## config.mk

```make
export PLATFORM = sky130hd
export DESIGN_NAME = xmodem_receiver
export DESIGN_NICKNAME = d
export VERILOG_FILES = /design/src/sv/xmr_pkg.sv /design/src/sv/xmr_res_fifo.sv /design/src/sv/xmodem_receiver.sv
export SDC_FILE = /design/constraint.sdc
export NUM_CORES = 1
export LEC_CHECK = 0
export ABC_CLOCK_PERIOD_IN_PS = 11800
export BUFFER_PORTS_ARGS = -buffer_cell sky130_fd_sc_hd__buf_2
export CAP_MARGIN = 20
export CELL_PAD_IN_SITES_DETAIL_PLACEMENT = 1
export CELL_PAD_IN_SITES_GLOBAL_PLACEMENT = 2
export CORE_MARGIN = 10
export CORE_UTILIZATION = 30
export DETAILED_ROUTE_END_ITERATION = 16
export PLACE_DENSITY_LB_ADDON = 0.1
export RECOVER_POWER = 100
export SYNTH_ARGS = -nofsm -noshare
export SYNTH_HDL_FRONTEND = slang
export SYNTH_SLANG_ARGS = --single-unit
```

## constraint.sdc

```tcl
create_clock -name clk_i -period 11.8 [get_ports clk_i]
set_input_delay 0.59 -clock clk_i [delete_from_list [all_inputs] [get_ports clk_i]]
set_output_delay 0.59 -clock clk_i [all_outputs]
set_load 0.03 [all_outputs]
```

## src/sv/xmr_pkg.sv

```systemverilog
// Package for the XMODEM receiver: control codes, result record, CRC step.
// No dependencies; used by xmr_res_fifo, xmodem_receiver and tb_top.
package xmr_pkg;

  localparam int unsigned FifoDepth = 4;
  localparam int unsigned FifoAw    = $clog2(FifoDepth);
  localparam int unsigned MaxRes    = 3;

  localparam logic [7:0] ByteSoh = 8'h01;
  localparam logic [7:0] ByteStx = 8'h02;
  localparam logic [7:0] ByteEot = 8'h04;
  localparam logic [7:0] ByteAck = 8'h06;
  localparam logic [7:0] ByteNak = 8'h15;
  localparam logic [7:0] ByteCan = 8'h18;
  localparam logic [7:0] ByteC   = 8'h43;

  localparam logic [10:0] ShortLen = 11'd128;
  localparam logic [10:0] LongLen  = 11'd1024;

  typedef enum logic [1:0] {
    KIND_START = 2'd0,
    KIND_BYTE  = 2'd1,
    KIND_TICK  = 2'd2
  } kind_e;

  typedef enum logic [4:0] {
    PH_IDLE  = 5'b00001,
    PH_HDR   = 5'b00010,
    PH_CAN2  = 5'b00100,
    PH_PKT   = 5'b01000,
    PH_PURGE = 5'b10000
  } phase_e;

  typedef enum logic [1:0] {
    PM_C    = 2'd0,
    PM_NAK  = 2'd1,
    PM_NONE = 2'd2
  } prompt_e;

  typedef enum logic [2:0] {
    ACT_NONE       = 3'd0,
    ACT_ACK_DONE   = 3'd1,
    ACT_ACK_CANCEL = 3'd2,
    ACT_NAK        = 3'd3,
    ACT_CAN_SYNC   = 3'd4,
    ACT_CAN_DUP    = 3'd5
  } action_e;

  typedef enum logic [1:0] {
    VERD_NONE    = 2'd0,
    VERD_COMMIT  = 2'd1,
    VERD_DISCARD = 2'd2
  } verdict_e;

  typedef enum logic [1:0] {
    ST_COMPLETE = 2'd0,
    ST_CANCEL   = 2'd1,
    ST_SYNC     = 2'd2,
    ST_DUP      = 2'd3
  } status_e;

  typedef enum logic [2:0] {
    REG_SIZE     = 3'd0,
    REG_BYTE_TO  = 3'd1,
    REG_CAN_TO   = 3'd2,
    REG_QUIET    = 3'd3,
    REG_TRIES    = 3'd4,
    REG_DUP_LIM  = 3'd5
  } reg_e;

  typedef struct packed {
    logic        tx_valid;
    logic [7:0]  tx_byte;
    logic        data_valid;
    logic [7:0]  data_byte;
    logic [23:0] data_offset;
    logic [1:0]  packet_verdict;
    logic        done_res;
    logic [1:0]  end_status;
    logic [23:0] received_total;
    logic        last;
  } res_t;

  // CRC-16 CCITT, poly 0x1021, one byte, MSB first
  function automatic logic [15:0] crc_step(input logic [15:0] c, input logic [7:0] b);
    logic [15:0] x;
    x = c ^ {b, 8'h00};
    for (int i = 0; i < 8; i++) begin
      x = x[15] ? ({x[14:0], 1'b0} ^ 16'h1021) : {x[14:0], 1'b0};
    end
    return x;
  endfunction

  function automatic res_t mk_res(input logic txv, input logic [7:0] txb, input logic dv,
                                  input logic [7:0] db, input logic [23:0] off,
                                  input logic [1:0] verd, input logic done,
                                  input logic [1:0] st, input logic [23:0] tot);
    res_t r;
    r.tx_valid       = txv;
    r.tx_byte        = txb;
    r.data_valid     = dv;
    r.data_byte      = db;
    r.data_offset    = off;
    r.packet_verdict = verd;
    r.done_res       = done;
    r.end_status     = st;
    r.received_total = tot;
    r.last           = 1'b0;
    return r;
  endfunction

endpackage

```

## src/sv/xmr_res_fifo.sv

```systemverilog
// Result queue for the XMODEM receiver: takes up to three results a cycle,
// hands out one. Depends on xmr_pkg.
module xmr_res_fifo
  import xmr_pkg::*;
(
  input  logic       clk_i,
  input  logic       rst_ni,
  input  logic [1:0] push_n_i,
  input  res_t       push_i [MaxRes],
  input  logic       pop_i,
  output logic       room_o,
  output logic       valid_o,
  output res_t       head_o
);

  res_t                 mem_q [FifoDepth];
  logic [FifoAw-1:0]    wr_q, wr_d, rd_q, rd_d;
  logic [FifoAw:0]      cnt_q, cnt_d;

  // three free slots needed for a worst-case transaction
  assign room_o  = (cnt_q <= (FifoAw + 1)'(FifoDepth - MaxRes));
  assign valid_o = (cnt_q != '0);
  assign head_o  = mem_q[rd_q];

  always_comb begin
    wr_d  = wr_q + FifoAw'(push_n_i);
    rd_d  = pop_i ? rd_q + FifoAw'(1) : rd_q;
    cnt_d = cnt_q + (FifoAw + 1)'(push_n_i) - (FifoAw + 1)'(pop_i);
  end

  always_ff @(posedge clk_i) begin
    for (int i = 0; i < MaxRes; i++) begin
      if (i < int'(push_n_i)) begin
        mem_q[wr_q + FifoAw'(i)] <= push_i[i];
      end
    end
  end

  always_ff @(posedge clk_i or negedge rst_ni) begin
    if (!rst_ni) begin
      wr_q  <= '0;
      rd_q  <= '0;
      cnt_q <= '0;
    end else begin
      wr_q  <= wr_d;
      rd_q  <= rd_d;
      cnt_q <= cnt_d;
    end
  end

`ifndef SYNTHESIS
  a_no_overflow: assert property (@(posedge clk_i) disable iff (!rst_ni)
    cnt_q <= (FifoAw + 1)'(FifoDepth)) else $error("result queue overflow");
  a_no_underflow: assert property (@(posedge clk_i) disable iff (!rst_ni)
    pop_i |-> cnt_q != '0) else $error("result queue underflow");
  a_push_room: assert property (@(posedge clk_i) disable iff (!rst_ni)
    push_n_i != 2'd0 |-> $past(room_o) || cnt_q <= (FifoAw + 1)'(FifoDepth - MaxRes))
    else $error("push without room");
`endif

endmodule

```

## src/sv/xmodem_receiver.sv

```systemverilog
// XMODEM receiver top level: protocol state, APB register file, result queue.
// Depends on xmr_pkg and xmr_res_fifo.
//
// Receiving side of XMODEM (CRC-16 or checksum, 128/1024-byte packets). Each
// input transaction is a start command, one received serial byte or one time
// tick. The whole protocol step for a transaction is done in the cycle it is
// accepted, so a transaction can be taken every cycle; its 0 to 3 results
// land in a 4-entry result queue and leave one per cycle, the final one
// flagged by last. in_stall_o rises while the queue has fewer than three free
// entries, so with a stalled output the block holds off new input; with the
// output flowing, sustained throughput is one input per cycle as long as the
// average number of results per input stays at or below one. Payload bytes of
// a packet with the expected number and complement stream out tentatively at
// their file offset, clipped to requested_size, and a later commit or discard
// verdict settles them. Registers (APB, 32-bit, byte address 4*i):
// requested_size, byte_timeout_ticks, cancel_timeout_ticks, quiet_ticks,
// sync_tries, duplicate_limit. Write them only while the block is idle.
module xmodem_receiver
  import xmr_pkg::*;
(
  input  logic        clk_i,
  input  logic        rst_ni,
  // input channel
  input  logic        in_valid_i,
  output logic        in_stall_o,
  input  logic [1:0]  kind_i,
  input  logic [7:0]  rx_byte_i,
  // result channel
  output logic        out_valid_o,
  input  logic        out_stall_i,
  output logic        tx_valid_o,
  output logic [7:0]  tx_byte_o,
  output logic        data_valid_o,
  output logic [7:0]  data_byte_o,
  output logic [23:0] data_offset_o,
  output logic [1:0]  packet_verdict_o,
  output logic        done_res_o,
  output logic [1:0]  end_status_o,
  output logic [23:0] received_total_o,
  output logic        last_o,
  // APB configuration
  input  logic        psel,
  input  logic        penable,
  input  logic        pwrite,
  input  logic [4:0]  paddr,
  input  logic [31:0] pwdata,
  output logic [31:0] prdata,
  output logic        pready
);

  // configuration registers
  logic [23:0] cfg_size_q;
  logic [15:0] cfg_byte_to_q, cfg_can_to_q, cfg_quiet_q;
  logic [7:0]  cfg_tries_q, cfg_dup_lim_q;

  // protocol state
  phase_e      phase_q, phase_d;
  prompt_e     prompt_q, prompt_d;
  action_e     pend_q, pend_d;
  logic [7:0]  try_q, try_d;
  logic        crc_mode_q, crc_mode_d;
  logic [7:0]  exp_num_q, exp_num_d;
  logic        long_q, long_d;
  logic [10:0] idx_q, idx_d;
  logic [7:0]  hnum_q, hnum_d, hcomp_q, hcomp_d;
  logic [15:0] crc_q, crc_d;
  logic [7:0]  sum_q, sum_d;
  logic [15:0] trail_q, trail_d;
  logic [23:0] total_q, total_d;
  logic [7:0]  dup_q, dup_d;
  logic [15:0] tick_q, tick_d;

  logic        in_acc, out_acc, cfg_wr;
  logic        fifo_room;
  res_t        res [MaxRes];
  logic [1:0]  res_n, push_n;
  res_t        head;

  assign in_acc     = in_valid_i & ~in_stall_o;
  assign in_stall_o = ~fifo_room;
  assign out_acc    = out_valid_o & ~out_stall_i;
  assign cfg_wr     = psel & penable & pwrite & pready;
  assign pready     = 1'b1;
  assign push_n     = in_acc ? res_n : 2'd0;

  // register file
  always_comb begin
    case (reg_e'(paddr[4:2]))
      REG_SIZE:    prdata = {8'h00, cfg_size_q};
      REG_BYTE_TO: prdata = {16'h0000, cfg_byte_to_q};
      REG_CAN_TO:  prdata = {16'h0000, cfg_can_to_q};
      REG_QUIET:   prdata = {16'h0000, cfg_quiet_q};
      REG_TRIES:   prdata = {24'h000000, cfg_tries_q};
      REG_DUP_LIM: prdata = {24'h000000, cfg_dup_lim_q};
      default:     prdata = '0;
    endcase
  end

  always_ff @(posedge clk_i or negedge rst_ni) begin
    if (!rst_ni) begin
      cfg_size_q    <= '0;
      cfg_byte_to_q <= 16'd2000;
      cfg_can_to_q  <= 16'd1000;
      cfg_quiet_q   <= 16'd10;
      cfg_tries_q   <= 8'd16;
      cfg_dup_lim_q <= 8'd25;
    end else if (cfg_wr) begin
      case (reg_e'(paddr[4:2]))
        REG_SIZE:    cfg_size_q    <= pwdata[23:0];
        REG_BYTE_TO: cfg_byte_to_q <= pwdata[15:0];
        REG_CAN_TO:  cfg_can_to_q  <= pwdata[15:0];
        REG_QUIET:   cfg_quiet_q   <= pwdata[15:0];
        REG_TRIES:   cfg_tries_q   <= pwdata[7:0];
        REG_DUP_LIM: cfg_dup_lim_q <= pwdata[7:0];
        default: ;
      endcase
    end
  end

  // one protocol step per accepted transaction
  always_comb begin
    logic        fail, comp_ok, is_new, is_dup, chk_ok, abort_now, cand;
    logic [8:0]  t;
    logic [10:0] plen;
    logic [11:0] nxt;
    logic [24:0] off;
    logic [23:0] room, take;
    logic [15:0] limit, tick_inc;
    logic [1:0]  verd;

    phase_d    = phase_q;   prompt_d = prompt_q;   pend_d  = pend_q;
    try_d      = try_q;     crc_mode_d = crc_mode_q; exp_num_d = exp_num_q;
    long_d     = long_q;    idx_d    = idx_q;      hnum_d  = hnum_q;
    hcomp_d    = hcomp_q;   crc_d    = crc_q;      sum_d   = sum_q;
    trail_d    = trail_q;   total_d  = total_q;    dup_d   = dup_q;
    tick_d     = tick_q;
    res_n      = 2'd0;
    for (int i = 0; i < MaxRes; i++) res[i] = '0;
    fail = 1'b0; comp_ok = 1'b0; is_new = 1'b0; is_dup = 1'b0; chk_ok = 1'b0;
    abort_now = 1'b0; t = '0; nxt = '0; off = '0; room = '0; take = '0;
    verd = VERD_NONE;
    plen     = long_q ? LongLen : ShortLen;
    cand     = (idx_q >= 11'd2) && (hnum_q == exp_num_q) && (hcomp_q == ~hnum_q);
    limit    = (phase_q == PH_CAN2) ? cfg_can_to_q :
               (phase_q == PH_PURGE) ? cfg_quiet_q : cfg_byte_to_q;
    tick_inc = tick_q + 16'd1;

    case (kind_e'(kind_i))
      KIND_START: begin
        try_d = '0; prompt_d = PM_C; crc_mode_d = 1'b0; exp_num_d = 8'd1;
        total_d = '0; dup_d = cfg_dup_lim_q; pend_d = ACT_NONE; idx_d = '0;
        phase_d = PH_HDR; tick_d = '0;
        res[0] = mk_res(1'b1, ByteC, 1'b0, 8'h00, 24'h0, VERD_NONE, 1'b0,
                        ST_COMPLETE, total_d);
        res_n = 2'd1;
      end
      KIND_BYTE: begin
        case (phase_q)
          PH_HDR: begin
            if (rx_byte_i == ByteSoh || rx_byte_i == ByteStx) begin
              if (prompt_q == PM_C) crc_mode_d = 1'b1;
              prompt_d = PM_NONE; long_d = (rx_byte_i == ByteStx);
              idx_d = '0; hnum_d = '0; hcomp_d = '0; crc_d = '0; sum_d = '0;
              trail_d = '0; tick_d = '0; phase_d = PH_PKT;
            end else if (rx_byte_i == ByteEot) begin
              phase_d = PH_PURGE; pend_d = ACT_ACK_DONE; tick_d = '0;
            end else if (rx_byte_i == ByteCan) begin
              phase_d = PH_CAN2; tick_d = '0;
            end else begin
              fail = 1'b1;
            end
          end
          PH_CAN2: begin
            if (rx_byte_i == ByteCan) begin
              phase_d = PH_PURGE; pend_d = ACT_ACK_CANCEL; tick_d = '0;
            end else begin
              fail = 1'b1;
            end
          end
          PH_PKT: begin
            tick_d = '0;
            if (idx_q == 11'd0) begin
              hnum_d = rx_byte_i;
            end else if (idx_q == 11'd1) begin
              hcomp_d = rx_byte_i;
            end else if (idx_q < plen + 11'd2) begin
              crc_d = crc_step(crc_q, rx_byte_i);
              sum_d = sum_q + rx_byte_i;
              off   = {1'b0, total_q} + 25'(idx_q - 11'd2);
              if (cand && off < {1'b0, cfg_size_q}) begin
                res[0] = mk_res(1'b0, 8'h00, 1'b1, rx_byte_i, off[23:0], VERD_NONE,
                                1'b0, ST_COMPLETE, total_q);
                res_n = 2'd1;
              end
            end else begin
              trail_d = {trail_q[7:0], rx_byte_i};
            end
            idx_d = idx_q + 11'd1;
            nxt   = {1'b0, idx_q} + 12'd1;
            if (nxt >= {1'b0, plen} + 12'd3 + 12'(crc_mode_q)) begin
              // end of packet: judge it
              comp_ok = (hcomp_d == ~hnum_d);
              is_new  = (hnum_d == exp_num_q);
              is_dup  = (hnum_d == exp_num_q - 8'd1);
              chk_ok  = crc_mode_q ? (trail_d == crc_d) : (trail_d[7:0] == sum_d);
              try_d   = '0;
              if (comp_ok && (is_new || is_dup) && chk_ok) begin
                if (is_new) begin
                  if (total_q < cfg_size_q) begin
                    room    = cfg_size_q - total_q;
                    take    = (room > 24'(plen)) ? 24'(plen) : room;
                    total_d = total_q + take;
                  end
                  exp_num_d = exp_num_q + 8'd1;
                  dup_d     = cfg_dup_lim_q;
                  verd      = VERD_COMMIT;
                  abort_now = (cfg_dup_lim_q == 8'd0);
                end else if (dup_q <= 8'd1) begin
                  dup_d = '0; abort_now = 1'b1;
                end else begin
                  dup_d = dup_q - 8'd1;
                end
                if (abort_now) begin
                  if (verd != VERD_NONE) begin
                    res[0] = mk_res(1'b0, 8'h00, 1'b0, 8'h00, 24'h0, verd, 1'b0,
                                    ST_COMPLETE, total_d);
                    res_n = 2'd1;
                  end
                  phase_d = PH_PURGE; pend_d = ACT_CAN_DUP; tick_d = '0;
                end else begin
                  res[0] = mk_res(1'b1, ByteAck, 1'b0, 8'h00, 24'h0, verd, 1'b0,
                                  ST_COMPLETE, total_d);
                  res_n = 2'd1;
                  phase_d = PH_HDR; tick_d = '0;
                end
              end else begin
                if (comp_ok && is_new) begin
                  res[res_n] = mk_res(1'b0, 8'h00, 1'b0, 8'h00, 24'h0, VERD_DISCARD,
                                      1'b0, ST_COMPLETE, total_d);
                  res_n = res_n + 2'd1;
                end
                phase_d = PH_PURGE; pend_d = ACT_NAK; tick_d = '0;
              end
            end
          end
          PH_PURGE: tick_d = '0;
          default: ;
        endcase
      end
      KIND_TICK: begin
        if (phase_q != PH_IDLE) begin
          tick_d = tick_inc;
          if (tick_inc >= limit) begin
            case (phase_q)
              PH_PURGE: begin
                pend_d = ACT_NONE; phase_d = PH_IDLE; tick_d = '0;
                case (pend_q)
                  ACT_ACK_DONE, ACT_ACK_CANCEL: begin
                    res[0] = mk_res(1'b1, ByteAck, 1'b0, 8'h00, 24'h0, VERD_NONE, 1'b1,
                                    (pend_q == ACT_ACK_CANCEL) ? ST_CANCEL : ST_COMPLETE,
                                    total_q);
                    res_n = 2'd1;
                  end
                  ACT_NAK: begin
                    res[0] = mk_res(1'b1, ByteNak, 1'b0, 8'h00, 24'h0, VERD_NONE, 1'b0,
                                    ST_COMPLETE, total_q);
                    res_n = 2'd1;
                    try_d = '0; phase_d = PH_HDR;
                  end
                  ACT_CAN_SYNC, ACT_CAN_DUP: begin
                    res[0] = mk_res(1'b1, ByteCan, 1'b0, 8'h00, 24'h0, VERD_NONE, 1'b0,
                                    ST_COMPLETE, total_q);
                    res[1] = res[0];
                    res[2] = mk_res(1'b1, ByteCan, 1'b0, 8'h00, 24'h0, VERD_NONE, 1'b1,
                                    (pend_q == ACT_CAN_SYNC) ? ST_SYNC : ST_DUP, total_q);
                    res_n = 2'd3;
                  end
                  default: ;
                endcase
              end
              PH_PKT: begin
                if (cand) begin
                  res[0] = mk_res(1'b0, 8'h00, 1'b0, 8'h00, 24'h0, VERD_DISCARD, 1'b0,
                                  ST_COMPLETE, total_q);
                  res_n = 2'd1;
                end
                try_d = '0; phase_d = PH_PURGE; pend_d = ACT_NAK; tick_d = '0;
              end
              default: fail = 1'b1;
            endcase
          end
        end
      end
      default: ;
    endcase

    // failed header attempt: retry, fall back to NAK prompting, or give up
    if (fail) begin
      t = {1'b0, try_q} + 9'd1;
      if (t < {1'b0, cfg_tries_q} || prompt_q == PM_C) begin
        if (t < {1'b0, cfg_tries_q}) begin
          try_d = t[7:0];
        end else begin
          prompt_d = PM_NAK; try_d = '0;
        end
        phase_d = PH_HDR; tick_d = '0;
        if (prompt_d == PM_C || prompt_d == PM_NAK) begin
          res[0] = mk_res(1'b1, (prompt_d == PM_C) ? ByteC : ByteNak, 1'b0, 8'h00,
                          24'h0, VERD_NONE, 1'b0, ST_COMPLETE, total_q);
          res_n = 2'd1;
        end
      end else begin
        phase_d = PH_PURGE; pend_d = ACT_CAN_SYNC; tick_d = '0;
      end
    end

    if (res_n != 2'd0) res[res_n - 2'd1].last = 1'b1;
  end

  always_ff @(posedge clk_i or negedge rst_ni) begin
    if (!rst_ni) begin
      phase_q <= PH_IDLE;  prompt_q <= PM_C;  pend_q <= ACT_NONE;
      try_q <= '0;  crc_mode_q <= 1'b0;  exp_num_q <= 8'd1;  long_q <= 1'b0;
      idx_q <= '0;  hnum_q <= '0;  hcomp_q <= '0;  crc_q <= '0;  sum_q <= '0;
      trail_q <= '0;  total_q <= '0;  dup_q <= 8'd25;  tick_q <= '0;
    end else if (in_acc) begin
      phase_q <= phase_d;  prompt_q <= prompt_d;  pend_q <= pend_d;
      try_q <= try_d;  crc_mode_q <= crc_mode_d;  exp_num_q <= exp_num_d;
      long_q <= long_d;  idx_q <= idx_d;  hnum_q <= hnum_d;  hcomp_q <= hcomp_d;
      crc_q <= crc_d;  sum_q <= sum_d;  trail_q <= trail_d;  total_q <= total_d;
      dup_q <= dup_d;  tick_q <= tick_d;
    end
  end

  xmr_res_fifo u_fifo (
    .clk_i    (clk_i),
    .rst_ni   (rst_ni),
    .push_n_i (push_n),
    .push_i   (res),
    .pop_i    (out_acc),
    .room_o   (fifo_room),
    .valid_o  (out_valid_o),
    .head_o   (head)
  );

  assign tx_valid_o       = head.tx_valid;
  assign tx_byte_o        = head.tx_byte;
  assign data_valid_o     = head.data_valid;
  assign data_byte_o      = head.data_byte;
  assign data_offset_o    = head.data_offset;
  assign packet_verdict_o = head.packet_verdict;
  assign done_res_o       = head.done_res;
  assign end_status_o     = head.end_status;
  assign received_total_o = head.received_total;
  assign last_o           = head.last;

`ifndef SYNTHESIS
  a_start_prompts: assert property (@(posedge clk_i) disable iff (!rst_ni)
    in_acc && kind_i == KIND_START |=> out_valid_o) else $error("start gave no prompt");
  a_done_idles: assert property (@(posedge clk_i) disable iff (!rst_ni)
    in_acc && res_n == 2'd3 |=> phase_q == PH_IDLE) else $error("abort did not idle");
  a_idx_bound: assert property (@(posedge clk_i) disable iff (!rst_ni)
    idx_q <= 11'd1028) else $error("packet index overrun");
`endif

endmodule

```

==> results of run 1 <==
[how the worst min path moves through the flow]
stage                                    startpoint                      endpoint  slack (ns)  cells after the start
final                                    pwdata[16]    cfg_size_q[16]$_DFFE_PN0P_        0.16                      3
after global routing                     pwdata[17]    cfg_size_q[17]$_DFFE_PN0P_        0.15                      3
after CTS                                pwdata[20]    cfg_size_q[20]$_DFFE_PN0P_        0.12                      3
after detailed placement  u_fifo.cnt_q[2]$_DFF_PN0_     u_fifo.cnt_q[2]$_DFF_PN0_        0.47                      1
after global placement    u_fifo.cnt_q[2]$_DFF_PN0_     u_fifo.cnt_q[2]$_DFF_PN0_        0.46                      1
after floorplan                              rst_ni  cfg_byte_to_q[0]$_DFFE_PN0P_        0.29                      0
[layer usage]
layer  global-route usage, %  wire length (um)
met5                       0                 0
met1                    25.2             54100
met3                    2.15              3950
met2                    35.1             61400
met4                    6.24              3640
[stage by stage]
step | instances | hold slack [ns] | util, % | worst slack (ns) | total power, mW
6_report | 4810 | 0.156 | 34.1 | 1.28 | 8.83
5_1_grt | 4810 | 0.152 | 34.1 | 0.601 | 9.43
4_1_cts | 4808 | 0.116 | 34.3 | 1.90 | 9.00
3_5_place_dp | 4681 | 0.472 | 32.1 | 1.95 | 6.75
3_3_place_gp | 4681 | 0.462 | 32.1 | 1.99 | 6.65
2_1_floorplan | 3268 | 0.294 | - | 2.89 | 5.15
[timing repair]
item | in CTS | in global routing
resized for setup | 0 | 0
hold endpoints to repair | 30 | 0
endpoints found under the setup margin | 0 | 0
hold buffers | 1 | 0
[cell usage after synthesis (25+ instances only)]
| cell type | instances | share of area [%] |
|---|---|---|
| o22ai_1 | 34 | 0.65 |
| xnor2_1 | 107 | 2.9 |
| nand2b_1 | 34 | 0.65 |
| dfrtp_1 | 215 | 16 |
| ha_1 | 156 | 6.0 |
| nor2b_1 | 27 | 0.52 |
| mux2i_1 | 25 | 0.77 |
| inv_1 | 168 | 1.9 |
| and2_1 | 29 | 0.55 |
| a21o_1 | 114 | 2.6 |
| mux2_2 | 66 | 2.3 |
| nor3_1 | 57 | 0.87 |
| nor2_1 | 352 | 4.0 |
| edfxtp_1 | 280 | 26 |
| a22o_1 | 58 | 1.6 |
| nor4_1 | 31 | 0.59 |
| clkbuf_1 | 128 | 1.5 |
| nand4_1 | 36 | 0.69 |
| nand3_1 | 74 | 1.1 |
| xor2_1 | 80 | 2.1 |
| o21ai_0 | 236 | 3.6 |
| a21oi_1 | 133 | 2.0 |
| mux4_2 | 80 | 5.5 |
| nand2_1 | 278 | 3.2 |
[state kept, by name (all words and copies together) (netlist names), 5 cells and up]
| name | count |
|---|---|
| u_fifo.mem_q | 280 |
| cfg_size_q | 24 |
| total_q | 24 |
| cfg_byte_to_q | 16 |
| cfg_can_to_q | 16 |
| cfg_quiet_q | 16 |
| crc_q | 16 |
| tick_q | 16 |
| trail_q | 16 |
| idx_q | 11 |
| cfg_dup_lim_q | 8 |
| cfg_tries_q | 8 |
| dup_q | 8 |
| exp_num_q | 8 |
| hcomp_q | 8 |
| hnum_q | 8 |
| sum_q | 8 |
| try_q | 8 |
| phase_q | 5 |
[cell type report]
class	count	area share (%)
clock inverter	27	1.06
inverter	171	1.73
tap	1414	4.78
timing repair buffer	183	2.37
sequential	518	38.9
multi-input combinational	2398	45.8
clock buffer	99	5.32
[worst reg2reg max path: cells and delay by family, from the launching register on]
kind,cells,cell delay (ns)
compound gates,12,2.96
xor+xnor,2,0.86
fa+ha+maj,3,0.90
buf+inv,4,1.31
flops,1,0.58
simple gates,11,3.56
[power groups by stage]
stage          registers (mW)  logic, mW  clock network [mW]
2_1_floorplan            2.25       2.91                   0
3_3_place_gp             2.46       4.19                   0
3_5_place_dp             2.47       4.28                   0
4_1_cts                  2.43       4.31                2.26
5_1_grt                  2.42       4.68                2.34
6_report                 2.38       4.25                2.20
[cell families (layout without fill, tap and decap cells)]
family	after synthesis	count (layout)	share of synthesized area [%]
compound gates	828	828	16.8
xor+xnor	193	193	5.33
fa+ha+maj	161	161	6.28
buf+inv	352	480	4.34
flops	518	518	44.0
mux	172	172	8.62
other cells	2	23	0.0230
simple gates	1021	1021	14.6
==> impl_metrics.yaml, run 1 <==
status:
  status: "finished with violations"
  violations: "capacitance limit, slew limit"
hold_path:
  hp-class: "input pin to flop"
routing:
  drc: 0
  via_per_inst: 5.41
  ant_nets: 0
  dr.pass1.iters: 5
  drt_wl_total_mm: 123
  wl_per_cell_um: 25.6
  vias: 26045
  drt-initial-drc-count: 1542
timing:
  tightest_slew_ns: 5.34
  finalCritPeriodShare_pct: 89.1
  slew_headroom_pct: -256
  max_freq_mhz: 95.1
  period_needed_ns: 10.52
  setup_violations: 0
  slew_viol_final: 406
  fin_worst_skew_ns: 0.0362
  fin_setup_tns_ns: 0
  rsz0062_at_grt: "false"
  hold_viol_final: 0
global_route:
  first_global_vias: 28323
  grt.total_usage_pct: 19.9
  grt_max_degree: 99
  gr-total-overflow: 0
  grt_pass1_wl_mm: 185
  antenna_found_initial: 5
power_and_ir_drop:
  swShare_pct: 45.3
  pwr-share-clk_pct: 24.9
  peakVddDrop_uv: 183
  pwr-share-seq_pct: 27.0
  p_per_area_nw_per_um2: 238
  switchingPower_mw: 4.00
  p_leak_nw: 15.0
  p_int_mw: 4.83
  p_comb_share_pct: 48.1
clocking:
  postCtsSetupRepairBufs: 0
  cts_tree: "yes"
  cts_buffers: 69
  htreeDepth: 3
  cts.path.max_buffers: 3
  cts-root-buf: "clkbuf_16"
  clk_pin_slew_ns: 0.06
  clock-sinks: 518
  clk_latency_ns: 0.66
finish:
  final_cell_mix: "nor2_1, edfxtp_1, nand2_1"
  fillers: 12164
  multi_input_area_um2: 17000
  drive_gt1_share_pct: 11.6
  regArea_um2: 14400
  layout_commonest_cell: "nor2_1"
  syn_to_final_growth_pct: 13.3
  fin_area_um2: 37000
  diodes: 0
  nets: 3556
yosys:
  synth_seq_cells: 518
  ys_types: 104
  synth.cell_area_um2: 32700
  synthCells: 3247
  ys_warn_count: 0
  seq_area_frac_synth_pct: 44.0
  synth_edf_count: 280
  synth.avg_cell_area_um2: 10.1
  async_reset_ff_share_pct: 45.9
  synth-main-ff-cell: "edfxtp_1"
worst_setup_path:
  rrSetupSlack_ns: 1.28
  regToRegStartpoint: "idx_q[7]$_DFFE_PN0P_"
  cp_data_arrival_time_ns: 10.81
  reg2reg_depth: 32
  path_class: "flop to flop"
  cp_slowest_stage_delay_ns: 1.03
  path_depth: 32
  worst-path-buf-inv: 4
  endpoint_kind: "flop"
  cpMaxStageDelayCell: "nand2_1"
  crit_path_end: "u_fifo.mem_q[3][43]$_SDFFCE_PP0P_"
  cp.required_ns: 12.10
  r2r_end: "u_fifo.mem_q[3][43]$_SDFFCE_PP0P_"
  cpLargestDelayFamily: "simple AND/OR/NAND/NOR gates"
  crit_fanout: 37
  start_kind: "flop"
  critPathLaunch: "idx_q[7]$_DFFE_PN0P_"
die:
  die_area_um2: 123000
  start_util_pct: 30.1
  die_height_um: 350
  io-pin-count: 161
  core-area_um2: 109000
  core.rowCount: 121
  die_x_um: 350
placement:
  hpwlAfterDp_mm: 89.1
  place_area_um2: 34900
  port_buffers: 139
  place_congestion: 0.842
flow_run:
  drv_cap: 10
Note: power is estimated with default switching activity, not from simulation.
==> run 2: changes to the inputs <==
--- a/config.mk
+++ b/config.mk
@@ -17,4 +17,5 @@
 export RECOVER_POWER = 100
 export SYNTH_ARGS = -nofsm -noshare
 export SYNTH_HDL_FRONTEND = slang
+export SYNTH_HIERARCHICAL = 1
 export SYNTH_SLANG_ARGS = --single-unit
==> run 2 against run 1 <==
- the flow still finishes with violations (capacitance limit, slew limit)
- critical path depth increased by 2
- register-to-register slack lost 0.04 ns
- clock power about the same
- first-iteration DRC count is 19% higher
- synthesized cell count rose by 34%
- non-clock buffer count rose by 50
==> impl_metrics.yaml, run 2 <==
global_route:
  grt.total_usage_pct: 21.4
  antenna_found_initial: 6
  gr-total-overflow: 0
  first_global_vias: 35192
  grt_max_degree: 145
  grt_pass1_wl_mm: 237
timing:
  whs_ns: 0.131
  tightest_slew_ns: 5.42
  max_freq_mhz: 94.7
  slew_headroom_pct: -261
  fin_worst_skew_ns: 0.0260
  finalCritPeriodShare_pct: 89.5
  fin_setup_tns_ns: 0
  rsz0062_at_grt: "false"
  setup_slack_ns: 1.24
  setup_violations: 0
  period_needed_ns: 10.56
  hold_viol_final: 0
  slew_viol_final: 497
routing:
  drc: 0
  vias: 34099
  via_per_inst: 5.24
  ant_nets: 0
  drt_wl_total_mm: 159
  dr.pass1.iters: 5
  drt-initial-drc-count: 1836
  wl_per_cell_um: 24.4
finish:
  top_register: "u_fifo/mem_q"
  nets: 4937
  drive_gt1_share_pct: 10.8
  final_util_pct: 34.7
  largest_reg_flops: 288
  fillers: 15013
  syn_to_final_growth_pct: 14.4
  final_cell_mix: "nand2_1, nor2_1, conb_1"
  layout_commonest_cell: "nand2_1"
  fin_area_um2: 44400
  layout.cells.non_filler: 6509
  reg_top3: "u_fifo/mem_q (288), cfg_size_q (24), total_q (24)"
yosys:
  synth-main-ff-cell: "edfxtp_1"
  yosys-top-cells-count: "nand2_1, nor2_1, edfxtp_1"
  synth_edf_count: 288
  synth.cell_area_um2: 38800
  ys_types: 106
  synth_top_area_share_pct: 22.3
  async_reset_ff_share_pct: 45.2
  synth_area_leaders: "edfxtp_1, dfrtp_1, nand2_1"
  yosysMostFrequentCell: "nand2_1"
  ys_warn_count: 6
  synth.avg_cell_area_um2: 8.91
  synth_seq_cells: 526
  synthCells: 4359
  seq_area_frac_synth_pct: 37.7
  yosys.area.top_type: "edfxtp_1"
die:
  start_util_pct: 30.3
  io-pin-count: 161
  core-area_um2: 128000
  core.rowCount: 131
  die_area_um2: 144000
  die_height_um: 380
  die_x_um: 380
clocking:
  clk_pin_slew_ns: 0.06
  clk_latency_ns: 0.68
  htreeDepth: 3
  cts.path.max_buffers: 3
  cts_tree: "yes"
  cts-root-buf: "clkbuf_16"
  cts_resized: 0
  cts_buffers: 73
  clock-sinks: 526
placement:
  place_area_um2: 42400
  placed_cells: 6371
  pre_cts_ws_ns: 1.92
  hpwlAfterDp_mm: 111
  port_buffers: 141
  place_congestion: 0.868
power_and_ir_drop:
  p_total_mw: 8.87
  peakVddDrop_uv: 114
  p_leak_nw: 17.8
  p_per_area_nw_per_um2: 200
worst_setup_path:
  path_class: "flop to flop"
  cp_common_cell: "ha_1"
  start_kind: "flop"
  rrSetupSlack_ns: 1.24
  endpoint_kind: "flop"
  crit_fanout: 32
  cp_data_arrival_time_ns: 10.94
  cpMaxStageDelayCell: "or4b_2"
  cpLargestDelayFamily: "simple AND/OR/NAND/NOR gates"
  reg2reg_depth: 34
  cp.required_ns: 12.18
  cp_slowest_stage_delay_ns: 0.83
  regToRegStartpoint: "idx_q[1]$_DFFE_PN0P_"
  worst-path-buf-inv: 6
  r2r_end: "u_fifo/mem_q[3][57]$_DFFE_PP_"
  path_depth: 34
hold_path:
  hold_start: "pwdata[16]"
  hold_end: "cfg_size_q[16]$_DFFE_PN0P_"
  hp-class: "input pin to flop"
  hold_depth: 3
status:
  status: "finished with violations"
  violations: "capacitance limit, slew limit"
flow_run:
  drv_cap: 9
==> run 2: cell count changes after synthesis, moves of 26 or more <==
cell,delta
a21o_1,-84
a31oi_2,+70
buf_6,+26
nand2_1,+532
a31oi_1,+216
and3_1,+39
and2_1,+45
nor2_1,+94
o21ai_0,-41
a21oi_1,+28
buf_2,+46
clkbuf_1,+42
==> run 2: logic make-up (layout without fill, tap and decap cells) <==
kind of cell / Yosys count / count (layout) / synth area share [%]
AOI/OAI and AO/OA: 1081 / 1081 / 19.4
buffers and inverters: 470 / 520 / 5.60
other: 2 / 373 / 0.0193
and+or+nand+nor: 1758 / 1758 / 20.3
adders and majority gates: 164 / 164 / 5.37
xor gates and xnor gates: 194 / 194 / 4.52
DFF: 526 / 526 / 37.7
muxes: 164 / 164 / 7.11
==> run 2: power breakdown <==
part           internal (mW)  total [mW]  switching, mW
combinational           1.45        4.27           2.82
clock                   1.28        2.21          0.929
sequential              2.11        2.39          0.283
total                   4.84        8.87           4.03
==> run 2: layout make-up <==
| class | count | area, um^2 | share of cell area (%) |
|---|---|---|---|
| clock buffer | 99 | 2050 | 4.61 |
| clock inverter | 31 | 250 | 0.563 |
| tap | 1729 | 2160 | 4.87 |
| multi-input combinational | 3730 | 23500 | 52.9 |
| inverter | 157 | 589 | 1.33 |
| antenna | 4 | 10.0 | 0.0225 |
| timing repair buffer | 233 | 1240 | 2.78 |
| sequential | 526 | 14600 | 33.0 |
==> run 2: tightest hold or removal path, stage by stage <==
cell	delay, ns
buf_2	0.08
nand2_1	0.04
o21ai_0	0.06
==> run 2: routing by layer <==
metal	vias up	track usage (%)	share of wire, %
met1	17057	28.4	46
met3	189	3.64	4.5
li1	16214	-	-
met2	637	35.0	47
met4	2	7.43	3.1
met5	-	0	0.0082
==> run 2: timing repair <==
item	in CTS	in global routing
hold endpoints to repair	82	0
hold buffers	1	0
buffers inserted	0	0
==> run 2: how the worst max path moves through the flow <==
stage,to,start,slack [ns]
2_1_floorplan,u_fifo/mem_q[0][0]$_DFFE_PP_,idx_q[7]$_DFFE_PN0P_,1.57
3_3_place_gp,u_fifo/mem_q[3][40]$_DFFE_PP_,idx_q[1]$_DFFE_PN0P_,1.88
3_5_place_dp,u_fifo/mem_q[1][65]$_DFFE_PP_,idx_q[1]$_DFFE_PN0P_,1.92
4_1_cts,u_fifo/mem_q[1][65]$_DFFE_PP_,idx_q[1]$_DFFE_PN0P_,1.85
5_1_grt,u_fifo/mem_q[3][54]$_DFFE_PP_,idx_q[1]$_DFFE_PN0P_,0.67
6_report,u_fifo/mem_q[3][57]$_DFFE_PP_,idx_q[1]$_DFFE_PN0P_,1.24
